`config.mk`:
```
export PLATFORM = sky130hd
export DESIGN_NAME = rmf_median9
export DESIGN_NICKNAME = d
export VERILOG_FILES = /design/src/rgba_median3x3_filter_core_macros.svh /design/src/rmf_pkg.sv /design/src/rmf_median9.sv
export SDC_FILE = /design/constraint.sdc
export NUM_CORES = 1
export LEC_CHECK = 0
export ABC_AREA = 1
export BUFFER_PORTS_ARGS = -buffer_cell sky130_fd_sc_hd__buf_2
export CAP_MARGIN = 0
export CELL_PAD_IN_SITES_DETAIL_PLACEMENT = 1
export CELL_PAD_IN_SITES_GLOBAL_PLACEMENT = 2
export CORE_MARGIN = 4
export CORE_UTILIZATION = 34
export CTS_CLUSTER_SIZE = 16
export DETAILED_ROUTE_END_ITERATION = 10
export PLACE_DENSITY_LB_ADDON = 0.25
export REMOVE_ABC_BUFFERS = 1
export SYNTH_ARGS = -nofsm -noshare
export SYNTH_HDL_FRONTEND = slang
export SYNTH_SLANG_ARGS = --single-unit
```
`constraint.sdc`:
```
create_clock -name clk_i -period 21.5 [get_ports clk_i]
set_input_delay 2.15 -clock clk_i [delete_from_list [all_inputs] [get_ports clk_i]]
set_output_delay 2.15 -clock clk_i [all_outputs]
set_load 0.01 [all_outputs]
```
`src/rgba_median3x3_filter_core_macros.svh`:
```
// Assertion macros used by the median filter core RTL.
// No dependencies.
`ifndef RGBA_MEDIAN3X3_FILTER_CORE_MACROS_SVH
`define RGBA_MEDIAN3X3_FILTER_CORE_MACROS_SVH

// Implication checked on every rising clock edge outside reset.
`define RMF_ASSERT_IMP(label, clk, rst_n, lhs, rhs) \
  label: assert property (@(posedge clk) disable iff (!rst_n) (lhs) |-> (rhs)) \
    else $error("assertion failed");

// Next-cycle implication checked outside reset.
`define RMF_ASSERT_NEXT(label, clk, rst_n, lhs, rhs) \
  label: assert property (@(posedge clk) disable iff (!rst_n) (lhs) |=> (rhs)) \
    else $error("assertion failed");

`endif

```
`src/rmf_pkg.sv`:
```
// Package for the RGBA 3x3 median filter: constants and the sorting network.
// No dependencies.
package rmf_pkg;

  localparam int unsigned RegBits = 12;
  localparam int unsigned MaxHeight = 4095;
  localparam int unsigned NetSteps = 19;

  typedef enum logic [0:0] {
    CMD_PIXEL = 1'b0,
    CMD_DRAIN = 1'b1
  } cmd_e;

  typedef enum logic [0:0] {
    REG_WIDTH  = 1'b0,
    REG_HEIGHT = 1'b1
  } reg_e;

  typedef logic [3:0] net_idx_t;

  // Compare-swap pairs of the median-of-nine network.
  function automatic net_idx_t net_lo(input int unsigned s);
    net_idx_t r;
    case (s)
      0: r = 4'd1;  1: r = 4'd4;  2: r = 4'd7;  3: r = 4'd0;  4: r = 4'd3;
      5: r = 4'd6;  6: r = 4'd1;  7: r = 4'd4;  8: r = 4'd7;  9: r = 4'd0;
      10: r = 4'd5; 11: r = 4'd4; 12: r = 4'd3; 13: r = 4'd1; 14: r = 4'd2;
      15: r = 4'd4; 16: r = 4'd4; 17: r = 4'd6; default: r = 4'd4;
    endcase
    return r;
  endfunction

  function automatic net_idx_t net_hi(input int unsigned s);
    net_idx_t r;
    case (s)
      0: r = 4'd2;  1: r = 4'd5;  2: r = 4'd8;  3: r = 4'd1;  4: r = 4'd4;
      5: r = 4'd7;  6: r = 4'd2;  7: r = 4'd5;  8: r = 4'd8;  9: r = 4'd3;
      10: r = 4'd8; 11: r = 4'd7; 12: r = 4'd6; 13: r = 4'd4; 14: r = 4'd5;
      15: r = 4'd7; 16: r = 4'd2; 17: r = 4'd4; default: r = 4'd2;
    endcase
    return r;
  endfunction

endpackage

```
`src/rmf_median9.sv`:
```
// Median of nine values with the 19-step compare-swap network, registered.
// Depends on rmf_pkg.
module rmf_median9 #(
  parameter int unsigned CHANNEL_BITS = 8
) (
  input  logic                      clk_i,
  input  logic [9*CHANNEL_BITS-1:0] vals_i,
  input  logic                      en_i,
  output logic [CHANNEL_BITS-1:0]   med_o
);

  logic [CHANNEL_BITS-1:0] v [9];
  logic [CHANNEL_BITS-1:0] t;
  logic [CHANNEL_BITS-1:0] med_d, med_q;

  always_comb begin
    t = '0;
    for (int k = 0; k < 9; k++) begin
      v[k] = vals_i[k*CHANNEL_BITS +: CHANNEL_BITS];
    end
    for (int s = 0; s < rmf_pkg::NetSteps; s++) begin
      if (v[rmf_pkg::net_lo(s)] > v[rmf_pkg::net_hi(s)]) begin
        t = v[rmf_pkg::net_lo(s)];
        v[rmf_pkg::net_lo(s)] = v[rmf_pkg::net_hi(s)];
        v[rmf_pkg::net_hi(s)] = t;
      end
    end
    med_d = v[4];
  end

  always_ff @(posedge clk_i) begin
    if (en_i) begin
      med_q <= med_d;
    end
  end

  assign med_o = med_q;

endmodule

```
==> flow_summary.yaml, run 1 <==
run_status:
  outcome: "finished clean"
synthesis:
  synthAdderAreaFrac: 0.2833
  synth_top_area_frac: 0.2833
  syn-cell-area_um2: 6491
  async_flop_share: 0
  yosys.area.top_type: "ha_1"
  seq_area_frac_synth: 0.03701
  synth_ff_type: "edfxtp_1"
  synth-seq-cells: 8
  yosys-top-cells-area: "ha_1, nand2_1, o21ai_0, inv_1, a21oi_1"
  syn_area_per_cell_um2: 5.791
  synth.distinct_cells: 39
  ys_top_cells_by_count: "nand2_1, o21ai_0, ha_1"
  synth_top_family_by_area: "simple AND/OR/NAND/NOR gates"
  synth-edff-count: 8
  netlist_instances: 1121
  yosysWarningCount: 0
  yosysMostFrequentCell: "nand2_1"
  synth_xor_area_frac: 0
  synthMuxAreaShare: 0
  yosys.area_share.simple: 0.3217
  synth_compound_area_frac: 0.2527
setup_path:
  crit_arrival_ns: 16.99
  critPathLaunchType: "primary input"
  crit_path_start: "vals_i[61]"
  worstPathRequired_ns: 21.61
  timing.critical_path.slowest_stage_cell: "a32oi_1"
  crit_top_cell: "nand2_1"
  slowest_delay_ns: 0.83
  critPathMaxFanout: 31
  critical-path-top-delay-family: "compound AO/OA/AOI/OAI gates"
  crit_cells: 73
  critical_path.endpoint_type: "flop"
  criticalPathCategory: "in -> reg"
  crit_buf_inv: 11
floorplanning:
  dieArea_um2: 21370
  die_height_um: 146.2
  die_w_um: 146.2
  core_um2: 18770
  rows: 50
  ios: 82
  initial_utilization: 0.3459
place:
  gp_congestion: 0.8400
  port_buffers: 81
  dp_hpwl_mm: 18.49
  dp_cells: 1405
  dpl-instance-area_um2: 7054
global_route:
  track_usage: 0.1907
  grt_max_degree: 32
  antenna_found_initial: 0
  grt_pass1_vias: 7075
  grt_overflow: 0
  grt_first_pass_wirelength_mm: 34.62
clock_tree:
  cts_sinks: 8
  cts_resized: 0
  cts_made_buffers: 3
  cts_max_level: 1
  cts_root_buffer: "clkbuf_16"
  path_clk_slew_ns: 0.04
  cts_tree: "yes"
  holdBufCountCts: 0
  cts_buffer_depth: 2
  post-cts-setup-buffers: 0
layout:
  num-nets-final: 1397
  instances_no_fill: 1408
  nFillCells: 2670
  largest_reg_flops: 8
  antenna_cells: 0
  final_cell_area_um2: 7129
  drive_gt1_frac: 0.1227
  area_growth_pct: 9.830
timing:
  layout_min_cycle_time_ns: 16.88
  totalNegativeSetupSlack_ns: 0
  grt_setup_unrepaired: "false"
  min_period_over_period: 0.7852
  tightest_slew_ns: 1.094
  setup_viol: 0
  hold_viol: 0
  max_freq_mhz: 59.24
  slew_headroom: 0.2706
  timing.hold.ws_ns: 2.278
  slew_viol_final: 0
detailed_routing:
  post_drt_wl_per_cell_um: 14.65
  ant_nets: 0
  via_per_inst: 5.152
  wirelength_mm: 20.63
  firstDrtPassIters: 4
  vias: 7254
  drc: 0
  drt-initial-drc-count: 281
worst_hold_path:
  hold_depth: 1
  hold_start: "en_i"
  hold_class: "in -> reg"
flow_run:
  maxCapViolations: 0
==> routing by layer <==
layer	global-route usage	wire, um	up-vias
met3	0.008380	328	8
met5	0	0	-
met4	0.009407	74	0
met1	0.2699	10460	3318
met2	0.3378	9766	63
li1	-	-	3865
==> cell usage in the layout, fill, tap and decap left out, drive strengths merged, types with 2 or more instances in the layout <==
master,instances
nand2,369
o21ai,218
ha,147
inv,140
buf,84
a21oi,60
nor2,49
nand3,39
a211oi,12
and2,11
edfxtp,8
nand4,8
or2,8
a32oi,6
clkbuf,3
a21o,2
o211ai,2
==> per-stage QoR <==
step | setup WS [ns] | utilization
6_report | 4.619 | 0.3799
5_1_grt | 2.748 | 0.3799
4_1_cts | 4.724 | 0.3799
3_5_place_dp | 4.492 | 0.3759
3_3_place_gp | 4.943 | 0.3759
2_1_floorplan | 6.243 | -
==> final cells by class <==
type                            instances  area [um2]  area share
Clock buffer                            3       75.07     0.01053
Inverter                              140       525.5     0.07371
Multi-Input combinational cell        939        5568      0.7810
Sequential cell                         8       240.2     0.03370
Tap cell                              234       292.8     0.04107
Timing Repair Buffer                   84       427.9     0.06002
==> kinds of logic (layout without fill, tap and decap cells) <==
logic type | after synthesis | after routing
AOI/OAI and AO/OA | 307 | 307
adders and majority gates | 147 | 147
DFF | 8 | 8
and+or+nand+nor | 485 | 485
buffers and inverters | 174 | 227
==> path summary, 6_finish.rpt <==
kind / to / slack, ns
worst max-delay path: med_o[1]$_DFFE_PP_ / 4.62
worst min-delay path: med_o[2]$_DFFE_PP_ / 2.28
Power of run 1 is not shown: default switching activity piles up to over one toggle a cycle in this logic, so the estimate is an artifact.
==> run 2, diff against run 1 <==
--- a/config.mk
+++ b/config.mk
@@ -11,7 +11,7 @@
 export CELL_PAD_IN_SITES_DETAIL_PLACEMENT = 1
 export CELL_PAD_IN_SITES_GLOBAL_PLACEMENT = 2
 export CORE_MARGIN = 4
-export CORE_UTILIZATION = 34
+export CORE_UTILIZATION = 29
 export CTS_CLUSTER_SIZE = 16
 export DETAILED_ROUTE_END_ITERATION = 10
 export PLACE_DENSITY_LB_ADDON = 0.25
==> constraint.sdc (replaced) <==
create_clock -name clk_i -period 14.2 [get_ports clk_i]
set_input_delay 1.42 -clock clk_i [delete_from_list [all_inputs] [get_ports clk_i]]
set_output_delay 1.42 -clock clk_i [all_outputs]
set_load 0.01 [all_outputs]
==> run 2 against run 1 <==
Effect of this change: cell count increased by 6.3%; utilization shrank 2.7 points; via count up 2.3%; hold slack worse by 0.73 ns; critical path depth rose by 5; sequential cell count unchanged; clock-buffer cell count did not move; non-clock buffer count is 34 higher; global-route usage fell by 1.8 points; wire length increased by 7.5%; setup slack worse by 3.5 ns; critical path type unchanged.
==> flow_summary.yaml, run 2 (synthesis gave the netlist of run 1 again) <==
setup_path:
  critPathMaxFanout: 18
  slowest_delay_ns: 0.58
  critical-path-top-delay-family: "simple AND/OR/NAND/NOR gates"
  crit_arrival_ns: 13.23
  criticalPathCategory: "in -> reg"
  crit_buf_inv: 12
  critical_path.endpoint_type: "flop"
  crit_top_cell: "nand2_1"
  timing.critical_path.slowest_stage_cell: "o21ai_0"
  critPathLaunchType: "primary input"
  worstPathRequired_ns: 14.30
  crit_cells: 78
clock_tree:
  cts_root_buffer: "clkbuf_16"
  cts_max_level: 1
  path_clk_slew_ns: 0.04
  cts_sinks: 8
  holdBufCountCts: 0
  cts_tree: "yes"
  cts_made_buffers: 3
  cts_buffer_depth: 2
floorplanning:
  initial_utilization: 0.2965
  ios: 82
  die_w_um: 157.6
  rows: 54
  dieArea_um2: 24840
  die_height_um: 157.6
  core_um2: 21890
place:
  gp_congestion: 0.8317
  pre_cts_ws_ns: -0.3879
  dp_hpwl_mm: 19.07
  port_buffers: 81
  dpl-instance-area_um2: 7247
  dp_cells: 1469
detailed_routing:
  wirelength_mm: 22.18
  via_per_inst: 4.957
  firstDrtPassIters: 5
  vias: 7420
  drc: 0
  post_drt_wl_per_cell_um: 14.82
  drt-initial-drc-count: 257
  ant_nets: 0
global_route:
  grt_first_pass_wirelength_mm: 35.69
  antenna_found_initial: 0
  grt_pass1_vias: 7231
  track_usage: 0.1730
  grt_overflow: 0
  grt_max_degree: 33
timing:
  max_freq_mhz: 76.17
  min_period_over_period: 0.9245
  slew_viol_final: 0
  hold_viol: 0
  setup_viol: 0
  tightest_slew_ns: 0.9275
  fin_ws_ns: 1.072
  slew_headroom: 0.3817
  layout_min_cycle_time_ns: 13.13
layout:
  layout_common_cells: "nand2_1, o21ai_0, ha_1"
  utilization: 0.3533
  final_common_cell: "nand2_1"
  largest_reg_flops: 8
  num-nets-final: 1440
  instances_no_fill: 1497
  antenna_cells: 0
  area_growth_pct: 19.16
  final_cell_area_um2: 7735
  drive_gt1_frac: 0.1832
run_status:
  outcome: "finished clean"
flow_run:
  maxCapViolations: 0
worst_hold_path:
  hold_class: "in -> reg"
  hold_depth: 1
==> run 2: path summary, 6_finish.rpt <==
path              slack [ns]            endpoint        from
hold / removal          1.55  med_o[1]$_DFFE_PP_        en_i
setup / recovery        1.07  med_o[4]$_DFFE_PP_  vals_i[41]
==> run 2: metal layers <==
layer | global-route usage | vias to the layer above | part of all wire
li1 | - | 3963 | -
met1 | 0.2467 | 3401 | 0.51
met2 | 0.3073 | 52 | 0.48
met3 | 0.006561 | 4 | 0.012
met4 | 0.004506 | 0 | 0.0018
met5 | 0 | - | 0
==> run 2: what timing repair did <==
item | CTS | global route
pin swaps | 0 | 15
endpoints found under the setup margin | 8 | 8
setup buffers | 0 | 15
cloned | 0 | 10
resized for setup | 4 | 76
==> run 2: stage by stage <==
step                hold WS (ns)  setup TNS (ns)
finish                     1.550               0
global route               1.551         -0.3941
CTS                        1.554               0
detailed placement         1.788          -2.739
global placement           1.771         -0.5402
floorplan                  1.533          -2.398
==> run 2: cell type report <==
| type | count | area (um2) |
|---|---|---|
| Tap cell | 280 | 350.3 |
| Fill cell | 3010 | 14160 |
| Multi-Input combinational cell | 943 | 5811 |
| Sequential cell | 8 | 240.2 |
| Timing Repair inverter | 5 | 32.53 |
| Inverter | 140 | 535.5 |
| Clock buffer | 3 | 75.07 |
| Timing Repair Buffer | 118 | 690.7 |
Power of run 2 is left out for the same reason.
==> run 3, diff against run 2 <==
--- a/config.mk
+++ b/config.mk
@@ -12,6 +12,7 @@
 export CELL_PAD_IN_SITES_GLOBAL_PLACEMENT = 2
 export CORE_MARGIN = 4
 export CORE_UTILIZATION = 29
+export CTS_BUF_LIST = sky130_fd_sc_hd__clkbuf_4 sky130_fd_sc_hd__clkbuf_8
 export CTS_CLUSTER_SIZE = 16
 export DETAILED_ROUTE_END_ITERATION = 10
 export PLACE_DENSITY_LB_ADDON = 0.25
==> run 3 against run 2 <==
Effect of this change: final area is 0.44% lower; global-route usage is 0.063 points lower; die area stayed put; sequential cell count stayed put; clock-buffer cell count stayed put; critical path type unchanged; critical endpoint unchanged.
==> flow_summary.yaml, run 3 (synthesis gave the netlist of run 1 again) <==
floorplanning:
  die_w_um: 157.6
  ios: 82
  rows: 54
  core_um2: 21890
  die_height_um: 157.6
  initial_utilization: 0.2965
  dieArea_um2: 24840
detailed_routing:
  post_drt_wl_per_cell_um: 14.76
  firstDrtPassIters: 6
  drc: 0
  vias: 7395
  ant_nets: 0
  drt-initial-drc-count: 291
  wirelength_mm: 22.10
  via_per_inst: 4.940
global_route:
  grt_pass1_vias: 7217
  grt_max_degree: 33
  track_usage: 0.1724
  grt_overflow: 0
  antenna_found_initial: 0
  grt_first_pass_wirelength_mm: 35.61
clock_tree:
  cts_sinks: 8
  cts_made_buffers: 3
  cts_max_level: 1
  cts_root_buffer: "clkbuf_8"
  path_clk_slew_ns: 0.04
  cts_buffer_depth: 2
  cts_tree: "yes"
worst_hold_path:
  hold_class: "in -> reg"
  hold_depth: 1
setup_path:
  critical_path.endpoint_type: "flop"
  critical-path-top-delay-family: "simple AND/OR/NAND/NOR gates"
  crit_top_cell: "nand2_1"
  timing.critical_path.slowest_stage_cell: "o21ai_0"
  crit_cells: 78
  critPathLaunchType: "primary input"
  worstPathRequired_ns: 14.30
  crit_buf_inv: 12
  slowest_delay_ns: 0.58
  critPathMaxFanout: 18
  crit_arrival_ns: 13.23
  criticalPathCategory: "in -> reg"
layout:
  nFillCells: 3009
  layout_common_cells: "nand2_1, o21ai_0, ha_1"
  final_common_cell: "nand2_1"
  area_growth_pct: 18.64
  drive_gt1_frac: 0.1832
  antenna_cells: 0
  final_cell_area_um2: 7701
  num-nets-final: 1440
  largest_reg_flops: 8
timing:
  min_period_over_period: 0.9244
  setup_viol: 0
  slew_viol_final: 0
  max_freq_mhz: 76.19
  layout_min_cycle_time_ns: 13.13
  tightest_slew_ns: 0.9095
  slew_headroom: 0.3937
  hold_viol: 0
  fin_ws_ns: 1.074
place:
  pre_cts_ws_ns: -0.3879
  dpl-instance-area_um2: 7247
  gp_congestion: 0.8317
  dp_hpwl_mm: 19.07
  port_buffers: 81
run_status:
  outcome: "finished clean"
flow_run:
  maxCapViolations: 0
==> run 3: cell counts in the layout (fill, tap and decap cells not counted) <==
Identical to the previous run, type by type.
==> run 3: per-layer routing <==
layer  up-vias  global-route usage  part of all wire
met5         -                   0                 0
met1      3381              0.2467              0.51
met2        46              0.3063              0.48
li1       3964                   -                 -
met3         4            0.006561             0.015
met4         0            0.002048            0.0014
==> run 3: what timing repair did <==
| item | 4_1_cts | 5_1_grt |
|---|---|---|
| buffers inserted | 0 | 15 |
| hold buffers | 0 | 0 |
| setup endpoints to repair | 8 | 8 |
| gates resized for setup | 4 | 76 |
| gates cloned | 0 | 10 |
| pin swaps | 0 | 15 |
==> run 3: path summary, 6_finish.rpt <==
check	end	startpoint	slack (ns)
min	med_o[7]$_DFFE_PP_	en_i	1.55
max	med_o[4]$_DFFE_PP_	vals_i[41]	1.07
==> run 3: area by class of cell <==
cell class	instances	area (um2)	share of cell area
clock buffer	3	41.29	0.005361
sequential	8	240.2	0.03119
tap	280	350.3	0.04549
inverter	140	535.5	0.06954
multi-input combinational	943	5811	0.7545
timing repair buffer	118	690.7	0.08968
timing repair inverter	5	32.53	0.004224
==> run 3: metrics by stage <==
stage / TNS (ns) / std cells / utilization / hold slack, ns
floorplan: -2.398 / 1087 / - / 1.533
global placement: -0.5402 / 1469 / 0.3310 / 1.771
detailed placement: -2.739 / 1469 / 0.3310 / 1.788
CTS: 0 / 1472 / 0.3331 / 1.551
global route: -0.3785 / 1497 / 0.3518 / 1.549
finish: 0 / 1497 / 0.3518 / 1.551
Power of run 3 is left out for the same reason.
